<file path="config.mk">
export PLATFORM = sky130hd
export DESIGN_NAME = tsd_div
export DESIGN_NICKNAME = d
export VERILOG_FILES = /design/src/rtl/assert_macros.svh /design/src/rtl/tsd_pkg.sv /design/src/rtl/tsd_div.sv
export SDC_FILE = /design/constraint.sdc
export NUM_CORES = 1
export LEC_CHECK = 0
export ABC_AREA = 1
export BUFFER_PORTS_ARGS = -buffer_cell sky130_fd_sc_hd__buf_4
export CAP_MARGIN = 30
export CORE_UTILIZATION = 53
export CTS_CLUSTER_SIZE = 20
export DETAILED_ROUTE_END_ITERATION = 10
export HOLD_SLACK_MARGIN = 0.12
export PLACE_DENSITY_LB_ADDON = 0.2
export SLEW_MARGIN = 25
export SYNTH_ARGS = -nofsm -noshare
export SYNTH_HDL_FRONTEND = slang
export SYNTH_SLANG_ARGS = --single-unit
</file>
<file path="constraint.sdc">
create_clock -name clk -period 4.5 [get_ports clk]
set_input_delay 0.9 -clock clk [delete_from_list [all_inputs] [get_ports clk]]
set_output_delay 0.9 -clock clk [all_outputs]
set_load 0.05 [all_outputs]
</file>
<file path="src/rtl/assert_macros.svh">
// Assertion helpers shared by the RTL.
// Each macro expects clk and arst_n in scope.
`ifndef ASSERT_MACROS_SVH
`define ASSERT_MACROS_SVH

// Same-cycle implication.
`define TSD_ASSERT_IMP(lbl, ante, cons) \
	lbl: assert property (@(posedge clk) disable iff (!arst_n) (ante) |-> (cons)) \
		else $error("assertion failed");

// Next-cycle implication.
`define TSD_ASSERT_NXT(lbl, ante, cons) \
	lbl: assert property (@(posedge clk) disable iff (!arst_n) (ante) |=> (cons)) \
		else $error("assertion failed");

`endif

</file>
<file path="src/rtl/tsd_pkg.sv">
// ----------------------------------------------------------------------------
// tsd_pkg
// Types and constants shared by the radial dead-zone pipeline.
// ----------------------------------------------------------------------------
`default_nettype none
package tsd_pkg;

	localparam int SAMPLE_WIDTH = 16;
	localparam int SQRT_STEPS   = SAMPLE_WIDTH;
	localparam int DIV_STEPS    = SAMPLE_WIDTH;

	localparam logic [14:0] FULL_SCALE = 15'h7FFF;
	localparam logic [14:0] DZ_RESET   = 15'd7849;

	// multiples of full scale for the constant division correction
	localparam logic [16:0] FS_X1 = 17'd32767;
	localparam logic [16:0] FS_X2 = 17'd65534;
	localparam logic [16:0] FS_X3 = 17'd98301;

	// per-item sideband that rides along the arithmetic stages
	typedef struct packed {
		logic        neg_x;
		logic        neg_y;
		logic [15:0] ax;
		logic [15:0] ay;
		logic        zero;
	} side_t;

endpackage
`default_nettype wire

</file>
<file path="src/rtl/tsd_div.sv">
// ----------------------------------------------------------------------------
// tsd_div
// Pipelined restoring divider, one quotient bit per stage.
// ----------------------------------------------------------------------------
`default_nettype none
module tsd_div (
	input  wire logic                         clk,
	input  wire logic [tsd_pkg::DIV_STEPS-1:0] en,
	input  wire logic [14:0]                  rem0,
	input  wire logic [15:0]                  lo,
	input  wire logic [14:0]                  dv,
	input  wire tsd_pkg::side_t               side_i,
	output logic [15:0]                       quo,
	output tsd_pkg::side_t                    side_o
);

	logic [14:0]    rem_s  [tsd_pkg::DIV_STEPS];
	logic [15:0]    lo_s   [tsd_pkg::DIV_STEPS];
	logic [14:0]    dv_s   [tsd_pkg::DIV_STEPS];
	logic [15:0]    quo_s  [tsd_pkg::DIV_STEPS];
	tsd_pkg::side_t side_s [tsd_pkg::DIV_STEPS];

	logic [14:0]    rem_n  [tsd_pkg::DIV_STEPS];
	logic [15:0]    lo_n   [tsd_pkg::DIV_STEPS];
	logic [14:0]    dv_n   [tsd_pkg::DIV_STEPS];
	logic [15:0]    quo_n  [tsd_pkg::DIV_STEPS];
	tsd_pkg::side_t side_n [tsd_pkg::DIV_STEPS];

	// shift in one dividend bit, subtract when it fits
	always_comb begin
		logic [14:0] rem_p;
		logic [15:0] lo_p;
		logic [15:0] quo_p;
		logic [15:0] rem2;
		logic        ge;
		for (int g = 0; g < tsd_pkg::DIV_STEPS; g++) begin
			if (g == 0) begin
				rem_p     = rem0;
				lo_p      = lo;
				quo_p     = '0;
				dv_n[g]   = dv;
				side_n[g] = side_i;
			end else begin
				rem_p     = rem_s[g-1];
				lo_p      = lo_s[g-1];
				quo_p     = quo_s[g-1];
				dv_n[g]   = dv_s[g-1];
				side_n[g] = side_s[g-1];
			end
			rem2     = {rem_p, lo_p[15]};
			ge       = (rem2 >= {1'b0, dv_n[g]});
			rem_n[g] = ge ? 15'(rem2 - {1'b0, dv_n[g]}) : rem2[14:0];
			quo_n[g] = {quo_p[14:0], ge};
			lo_n[g]  = {lo_p[14:0], 1'b0};
		end
	end

	// advance each stage when it is allowed to load
	always_ff @(posedge clk) begin
		for (int g = 0; g < tsd_pkg::DIV_STEPS; g++) begin
			if (en[g]) begin
				rem_s[g]  <= rem_n[g];
				lo_s[g]   <= lo_n[g];
				dv_s[g]   <= dv_n[g];
				quo_s[g]  <= quo_n[g];
				side_s[g] <= side_n[g];
			end
		end
	end

	assign quo    = quo_s[tsd_pkg::DIV_STEPS-1];
	assign side_o = side_s[tsd_pkg::DIV_STEPS-1];

endmodule
`default_nettype wire

</file>
==> summary.md <==
| Metric | Value |
|---|---|
| Commonest register cell after synthesis | `edfxtp_1` |
| TNS Setup | `0 ps` |
| Fill count | `around 8500` |
| TritonCTS clock tree | `yes` |
| Crit. End Element | `flop` |
| Peak supply drop | `0.3768 mV` |
| Drt initial violations | `2287` |
| Die height | `327.4 um` |
| Skew final | `29.67 ps` |
| Worst path slowest cell | `edfxtp_1` |
| Layout area overhead | `12.40%` |
| Largest net degree at the start of global routing | `64` |
| Cts hold-fix bufs | `0` |
| Cts repair resizes | `0` |
| Multi-input gate area | `0.01451 mm2` |
| Clk sinks | `1266` |
| Tmin final | `2680 ps` |
| Overall Global Routing Usage | `21.31%` |
| RSZ-0062 raised after global routing | `false` |
| Outcome | `finished clean` |
| Inst Count DP | `6505` |
| Synth Area per Inst | `11.27 um2` |
| Final setup vio count | `0` |
| R2R setup slack | `1820 ps` |
| Synth Register Bits | `roughly 1300` |
| Ports | `149` |
| Num CTS Buffers | `131` |
| Die Wd | `~330 um` |
| Maximum clock rate | `approximately 0.37 GHz` |
| Hold endpoint | `side_s[0][7]` |
| Core area | `between 0.1 and 0.15 mm2` |
| Fin. Hold Viols | `0` |
| Worst EP arrival | `3170 ps` |
| Max Cap Viol | `0` |
| Num rows | `118` |
| Synthesized net count | `5334` |
| IO buf count | `between 100 and 150` |
| Die Footprint | `0.1072 mm2` |
| Clk buf depth | `3` |
| Post-synth EDFFs | `1266` |
| Initial Util | `between 50% and 60%` |
| Avg WL per Cell | `16.67 um` |
| H-tree depth | `4` |
| CP cell instances | `inv_1, ha_1, fa_1, inv_1, nand2_1, nand2_1, nand3_1, nand3_1, nand2_1, nand2_2, inv_2, nand2_1, nand2_1` |
| Netlist cell types | `32` |
| Post-route DRC | `0` |
| Crit. Startpoint | `lo_s[0][74]` |
| Critical Path Max Stage Delay | `430 ps` |
| R2r worst-path depth | `13` |
| Skew-Pair Late Insertion Delay | `around 740 ps` |
| Final HPWL DP | `83190 um` |
| Via count | `approximately 33000` |
| Final non-filler cell total | `~6700` |
| Relative slew slack | `35.19%` |
| Largest fanout on the critical path | `19` |
| Share of cells above drive strength 1 | `approximately 7.8%` |
| Final ANT Viol Nets | `0` |
| Initial antenna violation count | `1` |
| Worst-Margin Slew | `slightly below 1000 ps` |
| Root Buffer | `clkbuf_16` |
| Diodes inserted | `0` |
| Register Area | `0.03802 mm2` |
| Setup Fix Bufs, Post-CTS | `0` |
| Pleak | `27.85 nW` |
| Pwr dens | `599.1 mW/mm2` |
| Crit share post-route | `59.54%` |
| Asr flop ratio synth | `0%` |
| Grt ovf | `0` |
| Total power | `37.79 mW` |
| Req. time, crit path | `~5000 ps` |
| Vias per cell | `4.962` |
| Register area share after synthesis | `67.75%` |
| WS Path Type | `reg2reg` |
| R2R Path End | `rem_s[0][87]` |
| Worst-path clk slew | `60 ps` |
| Gpl congestion | `just under 0.9` |
| Hold depth | `1` |
| Yosys warns | `0` |
| Cells after Synth | `4981` |
| Worst min-delay path startpoint | `side_i[7]` |
| Synthesized area | `0.05612 mm2` |
| HP Class | `in2reg` |
| DRT Wirelength | `112300 um` |
| CP dominant cell by count | `nand2_1` |
| Total iterations of the first detailed-routing run | `5` |
| Final Max Slew Viols | `0` |
| Critical path startpoint category | `flop` |
| First-pass GRT wire length | `175900 um` |
| Number of global-route vias before repair | `32520` |
| Nets | `5611` |
| Reg2reg start | `lo_s[0][74]` |
[routing by layer]
metal | track usage [%] | part of all wire, %
met1 | 29.74 | 47
met2 | 34.59 | 47
met3 | 3.742 | 4.5
met4 | 5.750 | 2.0
met5 | 0 | 0
[worst max-delay path, delay by kind of cell, from the launching register on]
kind                     cells  cell delay [ps]
AND/OR/NAND/NOR              8             1000
flip-flops                   1              430
adder cells (fa/ha/maj)      2              590
buffers and inverters        3              410
[worst max path at each step]
stage | endpoint | slack [ps] | cells after the start
after floorplan | rem_s[0][13] | 1940 | 14
after global placement | rem_s[0][12] | 1330 | 14
after detailed placement | rem_s[0][3] | 1350 | 14
after CTS | rem_s[0][87] | 1830 | 13
after global routing | rem_s[0][87] | 1620 | 13
final | rem_s[0][87] | 1820 | 13
[Yosys cell counts (15+ instances only)]
master	number	area [um2]
a21oi_1	87	435.4
o21ai_0	41	205.2
inv_1	872	3273
edfxtp_1	1266	38020
or2_2	19	118.9
nand4_1	70	437.9
o21ai_1	24	120.1
xor2_1	71	621.9
fa_1	15	300.3
nand3b_1	30	225.2
ha_1	240	3003
nand3_1	305	1526
and2_1	44	275.3
nand2_2	18	112.6
nor2_1	244	915.9
nand2_1	1553	5829
[layout by cell type (no fill, tap or decap), drive strengths merged]
cell type,count
nand2,1572
edfxtp,1266
inv,892
nand3,308
nor2,251
ha,240
buf,175
clkbuf,157
a21oi,90
nand4,73
xor2,71
o21ai,65
clkinv,49
and2,44
nand3b,30
or2,27
fa,15
clkinvlp,9
bufinv,8
xnor2,7
nor3,7
o21a,1
[per-stage QoR]
step	util [%]	hold slack [ps]	cell area, um2	setup slack [ps]
final	60.51	332.9	63080	1820
after global routing	60.51	292.5	63080	1624
after CTS	60.51	271.7	63080	1827
after detailed placement	56.52	404.5	58920	1351
after global placement	56.50	400.4	58890	1331
after floorplan	-	400.3	56120	1941
[report_power, final]
| group | internal (mW) | switching, mW | total [mW] | leakage (nW) |
|---|---|---|---|---|
| Sequential | 15.3 | 0.970 | 16.3 | 12.4 |
| Combinational | 3.83 | 7.33 | 11.2 | 13.5 |
| Clock | 5.94 | 4.42 | 10.4 | 1.98 |
[cells by family after synthesis]
kind of cell,synth area share [%]
buffers and inverters,6.390
DFF,67.75
adders and majority gates,5.886
xor gates and xnor gates,1.217
AOI/OAI and AO/OA,1.456
and+or+nand+nor,17.30
[registers in the layout (all words and copies together) (netlist names)]
register / flops
side_s: 560
dv_s: 225
quo_s: 136
rem_s: 225
lo_s: 120
[final cells by class]
type                    count  area share, %
flip-flops and latches   1266          60.27
clock inverters            75          1.174
well taps                1380          2.737
multi-input cells        2801          23.01
clock buffers             157          5.419
inverters                 883          5.255
repair buffers            175          2.134
Power figures use the tool's default switching activity.
