==> config.mk <==
export PLATFORM = sky130hd
export DESIGN_NAME = tsd_sqrt
export DESIGN_NICKNAME = d
export VERILOG_FILES = /design/src/rtl/assert_macros.svh /design/src/rtl/tsd_pkg.sv /design/src/rtl/tsd_sqrt.sv
export SDC_FILE = /design/constraint.sdc
export NUM_CORES = 1
export LEC_CHECK = 0
export ABC_CLOCK_PERIOD_IN_PS = 3770
export BUFFER_PORTS_ARGS = -buffer_cell sky130_fd_sc_hd__buf_2
export CAP_MARGIN = 5
export CELL_PAD_IN_SITES_DETAIL_PLACEMENT = 0
export CELL_PAD_IN_SITES_GLOBAL_PLACEMENT = 2
export CORE_MARGIN = 1.5
export CORE_UTILIZATION = 47
export DETAILED_ROUTE_END_ITERATION = 16
export PLACE_DENSITY_LB_ADDON = 0.15
export SLEW_MARGIN = 20
export SYNTH_ARGS = -nofsm -noshare
export SYNTH_HDL_FRONTEND = slang
export SYNTH_SLANG_ARGS = --single-unit
==> constraint.sdc <==
create_clock -name clk -period 3.77 [get_ports clk]
set_input_delay 0.1885 -clock clk [delete_from_list [all_inputs] [get_ports clk]]
set_output_delay 0.1885 -clock clk [all_outputs]
set_load 0.005 [all_outputs]
==> src/rtl/assert_macros.svh <==
// Assertion helpers shared by the RTL.
// Each macro expects clk and arst_n in scope.
`ifndef ASSERT_MACROS_SVH
`define ASSERT_MACROS_SVH

// Same-cycle implication.
`define TSD_ASSERT_IMP(lbl, ante, cons) \
	lbl: assert property (@(posedge clk) disable iff (!arst_n) (ante) |-> (cons)) \
		else $error("assertion failed");

// Next-cycle implication.
`define TSD_ASSERT_NXT(lbl, ante, cons) \
	lbl: assert property (@(posedge clk) disable iff (!arst_n) (ante) |=> (cons)) \
		else $error("assertion failed");

`endif

==> src/rtl/tsd_pkg.sv <==
// ----------------------------------------------------------------------------
// tsd_pkg
// Types and constants shared by the radial dead-zone pipeline.
// ----------------------------------------------------------------------------
`default_nettype none
package tsd_pkg;

	localparam int SAMPLE_WIDTH = 16;
	localparam int SQRT_STEPS   = SAMPLE_WIDTH;
	localparam int DIV_STEPS    = SAMPLE_WIDTH;

	localparam logic [14:0] FULL_SCALE = 15'h7FFF;
	localparam logic [14:0] DZ_RESET   = 15'd7849;

	// multiples of full scale for the constant division correction
	localparam logic [16:0] FS_X1 = 17'd32767;
	localparam logic [16:0] FS_X2 = 17'd65534;
	localparam logic [16:0] FS_X3 = 17'd98301;

	// per-item sideband that rides along the arithmetic stages
	typedef struct packed {
		logic        neg_x;
		logic        neg_y;
		logic [15:0] ax;
		logic [15:0] ay;
		logic        zero;
	} side_t;

endpackage
`default_nettype wire

==> src/rtl/tsd_sqrt.sv <==
// ----------------------------------------------------------------------------
// tsd_sqrt
// Pipelined integer square root, two radicand bits per stage.
// ----------------------------------------------------------------------------
`default_nettype none
module tsd_sqrt (
	input  wire logic                          clk,
	input  wire logic [tsd_pkg::SQRT_STEPS-1:0] en,
	input  wire logic [31:0]                   rad,
	input  wire tsd_pkg::side_t                side_i,
	output logic [15:0]                        root,
	output tsd_pkg::side_t                     side_o
);

	logic [17:0]    rem_s  [tsd_pkg::SQRT_STEPS];
	logic [15:0]    root_s [tsd_pkg::SQRT_STEPS];
	logic [31:0]    rad_s  [tsd_pkg::SQRT_STEPS];
	tsd_pkg::side_t side_s [tsd_pkg::SQRT_STEPS];

	logic [17:0]    rem_n  [tsd_pkg::SQRT_STEPS];
	logic [15:0]    root_n [tsd_pkg::SQRT_STEPS];
	logic [31:0]    rad_n  [tsd_pkg::SQRT_STEPS];
	tsd_pkg::side_t side_n [tsd_pkg::SQRT_STEPS];

	// one restoring root step per stage
	always_comb begin
		logic [17:0]    rem_p;
		logic [15:0]    root_p;
		logic [31:0]    rad_p;
		logic [19:0]    rem2;
		logic [19:0]    trial;
		logic           ge;
		for (int g = 0; g < tsd_pkg::SQRT_STEPS; g++) begin
			if (g == 0) begin
				rem_p     = '0;
				root_p    = '0;
				rad_p     = rad;
				side_n[g] = side_i;
			end else begin
				rem_p     = rem_s[g-1];
				root_p    = root_s[g-1];
				rad_p     = rad_s[g-1];
				side_n[g] = side_s[g-1];
			end
			rem2      = {rem_p, rad_p[31:30]};
			trial     = {2'b00, root_p, 2'b01};
			ge        = (rem2 >= trial);
			rem_n[g]  = ge ? 18'(rem2 - trial) : rem2[17:0];
			root_n[g] = {root_p[14:0], ge};
			rad_n[g]  = {rad_p[29:0], 2'b00};
		end
	end

	// advance each stage when it is allowed to load
	always_ff @(posedge clk) begin
		for (int g = 0; g < tsd_pkg::SQRT_STEPS; g++) begin
			if (en[g]) begin
				rem_s[g]  <= rem_n[g];
				root_s[g] <= root_n[g];
				rad_s[g]  <= rad_n[g];
				side_s[g] <= side_n[g];
			end
		end
	end

	assign root   = root_s[tsd_pkg::SQRT_STEPS-1];
	assign side_o = side_s[tsd_pkg::SQRT_STEPS-1];

endmodule
`default_nettype wire

==> flow_results.org <==
** Run status
- The run finished with clean final reports.

** Layout
- Final core utilization :: between 50% and 60%
- In the layout the commonest cells are edfxtp_1, inv_1, nor2_1, ha_1, a21oi_1.
- Leaving out fill and tap cells, the most frequent cell in the layout is edfxtp_1.
- Non-filler instance count after layout :: 4454
- Of the cells placed in the final design, the portion with a size suffix greater than 1 is a little under an eighth.
- Area Overhead vs Synth :: 15.7%
- Net total in the final layout :: 3317
- Final standard cell area without fillers :: 0.0531 mm^2
- Final-layout fill cell count :: approximately 7700

** Routing
- Number of vias per cell :: 5.07
- Routed wirelength normalized by instance count :: between 15 and 20 um
- The final layout contains routed wiring with a total length of 77600 um.
- After detailed routing, the number of remaining DRC violations is 0.
- DR vias :: around 23000
- The detail route stage leaves a number of antenna-violating nets equal to 0.
- The first detailed-routing pass took 5 iterations.
- In this run, the number of DRC markers left after iteration 0 of detailed routing was 1301.

** Clocking
- TritonCTS created 117 clock buffers.
- CTS Root Buffer Type :: clkbuf_16
- Setup fix buffers added after clock tree synthesis :: 0
- Hold repair after CTS inserted 73 buffers.
- Clock tree from TritonCTS :: yes
- In this run the deepest clock path goes through 3 buffers.
- After clock tree synthesis, the clock-pin slew on the worst setup and hold paths is 0.06 ns.
- CTS saw 1186 sinks.
- CTS-repair resized insts :: 0
- Clock latency on the worst-skew pair :: 0.72 ns
- H-tree depth :: 3

** Power and ir drop
- Across the VDD grid, the largest voltage drop is 0.000453 V.
- P_leak :: 19.4 nW
- Sequential cells burn 52.8% of the power.
- Total power for the finished layout comes to between 30 and 40 mW.
- Cell-internal power :: about 24 mW
- Summed over all nets, the switching power comes to between 6 and 7 mW.
- Portion of total power attributed to combinational logic :: 9.2%
- Dividing total power by cell area gives a power density of 584 mW/mm^2.
- Net Sw Frac :: 22.5%
- The clock network is responsible for between 30 and 40% of the overall power.

** Timing
- The count of endpoints failing hold in the final timing report was 0.
- Based on the critical path, the design can be clocked at up to 316 MHz.
- Setup repair after global routing left no endpoint under its margin.
- Setup slack on the critical path of the routed design comes to 0.600 ns.
- Final-report setup violation count :: 0
- Setup total negative slack on the finished layout was measured at 0 ns.
- Headroom to the max-slew limit :: 38.0%
- Tcrit/Tclk final :: a little over four fifths
- Post-route clock skew :: 0.0477 ns
- Final hold analysis gives a worst-case slack of 0.0448 ns.
- The max-slew violation count is 0.
- Transition time of the tightest slew-check pin :: roughly 0.93 ns
- Counting I/O delays and the setup requirement, the final critical path takes roughly 3.2 ns.

** Worst setup path
- Startpoint-to-endpoint class of the critical path :: reg2reg
- Among the stages of the critical path, the cell type that occurs most often is nor4_1.
- Critical Path End Type :: register
- Critical path fanouts, max :: 24
- The signal on the critical path passes through inv_1 > ha_1 > nand2_1 > nor4_1 > nor4_1 > a21bo_2 > mux2_1.
- For this design, the slowest cell found on the critical path is nor4_1.
- The number of buffers and inverters on the critical path is 1.
- Cell depth of the worst flop-to-flop path :: 7
- Data on the critical path arrives at its endpoint at ~3.6 ns.
- The critical path runs through a total of 7 cells.
- For the worst setup path, the data required time is 4.20 ns.
- Critical Path Start Type :: register
- Category of cells accounting for the largest share of critical-path delay :: simple AND/OR/NAND/NOR gates
- The largest single stage delay on the critical path is about 0.75 ns.

** Yosys
- When the netlist entered floorplanning its net count stood at 2985.
- Yosys warnings :: 0
- Ranked by total cell area, the synthesized netlist is headed by edfxtp_1, ha_1, xnor2_1, a21oi_1, inv_1.
- Sequential share of the synthesized area :: 77.5%
- Count of state elements after synthesis :: 1186
- In this run, synthesis inferred 1186 flip-flops with an integrated enable.
- In the synthesized netlist, the number of instances is between 2000 and 3000.
- Each instance of the synthesized netlist takes up on average 16.7 um^2.
- Summed over all instances, the cell type with the most area after synthesis is edfxtp_1.
- Post-synth ARST share :: 0%
- Top-area cell type share of the netlist area :: 77.5%
- The mapped netlist covers 0.0459 mm^2.
- Count of distinct cell types in the synthesized netlist :: 78
- For this run, the leading register cell type out of synthesis is edfxtp_1.

** Global routing
- Number of antenna violations at the first check in global routing :: 1
- The number of global-route vias before repair came to 23100.
- Total gr overflow :: 0
- The first global-routing pass estimated about 120000 um of wire.
- Maximum number of pins on one net before global-route repair :: 69
- Across every metal layer, demand over resource in global routing totals between 15 and 20%.

** Floorplanning
- Total die area :: 0.0996 mm^2
- The die is 316 um tall.
- Horizontal die dimension :: ~320 um
- After floorplanning, the core was sized to cover ~0.097 mm^2.
- I/O Pins :: 135
- Initial Util :: 47.5%
- Number of placement rows :: approximately 110

** Place
- Detailed placement finished with a half-perimeter wire length of 53600 um.
- Count of buffers from port buffering :: roughly 130
- The number of placed instances, taps included, is 4164.
- Last weighted congestion value of the routability-driven placer :: 0.853
- Summing all placed instances gives a cell area of 0.0484 mm^2.
- Timing analysis after detailed placement gives a worst setup slack of 0.665 ns.

** Flow run
- Max-capacitance violation count :: 0

** Min path
- Number of cells on the worst hold path :: 1
- Class of the worst hold path :: in2reg
==> final timing paths <==
check / from / slack, ns / to
max reg2reg: root_s[1][39] / 0.60 / rem_s[1][65]
max: root_s[1][39] / 0.60 / rem_s[1][65]
min reg2reg: side_s[1][122] / 0.39 / side_s[1][157]
min: en[3] / 0.04 / rem_s[0][71]
==> layer usage <==
metal,up-vias,share of wire (%),GRT usage (%)
li1,11200,-,-
met3,147,3.8,2.72
met4,0,2.8,6.05
met5,-,0,0
met2,379,50,27.7
met1,10900,43,19.6
==> cell type report <==
cell class / instances / area (um^2) / area share [%]
timing repair buffer: 241 / 1700 / 3.20
multi-input combinational: 1352 / 9530 / 17.9
tap: 1276 / 1600 / 3.00
clock inverter: 80 / 990 / 1.86
inverter: 182 / 683 / 1.29
clock buffer: 135 / 3020 / 5.68
antenna: 2 / 5.00 / 0.00942
sequential: 1186 / 35600 / 67.0
==> registers in the layout (all words and copies together), names as in the netlist <==
name    flops
side_s    560
rem_s     250
rad_s     240
root_s    136
==> worst register-to-register path, stage by stage, from the launching register on <==
cell,delay (ns)
edfxtp_1,0.37
inv_1,0.06
ha_1,0.36
nand2_1,0.14
nor4_1,0.75
nor4_1,0.20
a21bo_2,0.60
mux2_1,0.39
==> synthesized netlist by cell type, types with 28 or more instances <==
cell type / instances
a21oi_1: 144
edfxtp_1: 1186
ha_1: 153
inv_1: 179
mux2_1: 33
nand2_1: 102
nand3_1: 36
nor2_1: 161
nor3_1: 50
o21a_1: 42
o21ai_0: 72
or3_1: 28
xnor2_1: 111
xor2_1: 66
==> power by group through the flow <==
stage / Clock (mW) / Sequential, mW / Combinational [mW]
after detailed placement: 0 / 16.7 / 2.80
after global routing: 12.7 / 16.5 / 3.21
after CTS: 12.2 / 16.4 / 2.88
after floorplan: 0 / 16.4 / 1.93
final: 11.8 / 16.4 / 2.86
after global placement: 0 / 16.6 / 2.78
==> logic make-up after synthesis <==
kind of cell	synth area share, %
other	0.00816
and+or+nand+nor	6.05
AOI/OAI and AO/OA	5.84
DFF	77.5
adders and majority gates	4.17
muxes	1.32
xor gates and xnor gates	3.37
buffers and inverters	1.73
(Power assumes the default switching activity.)
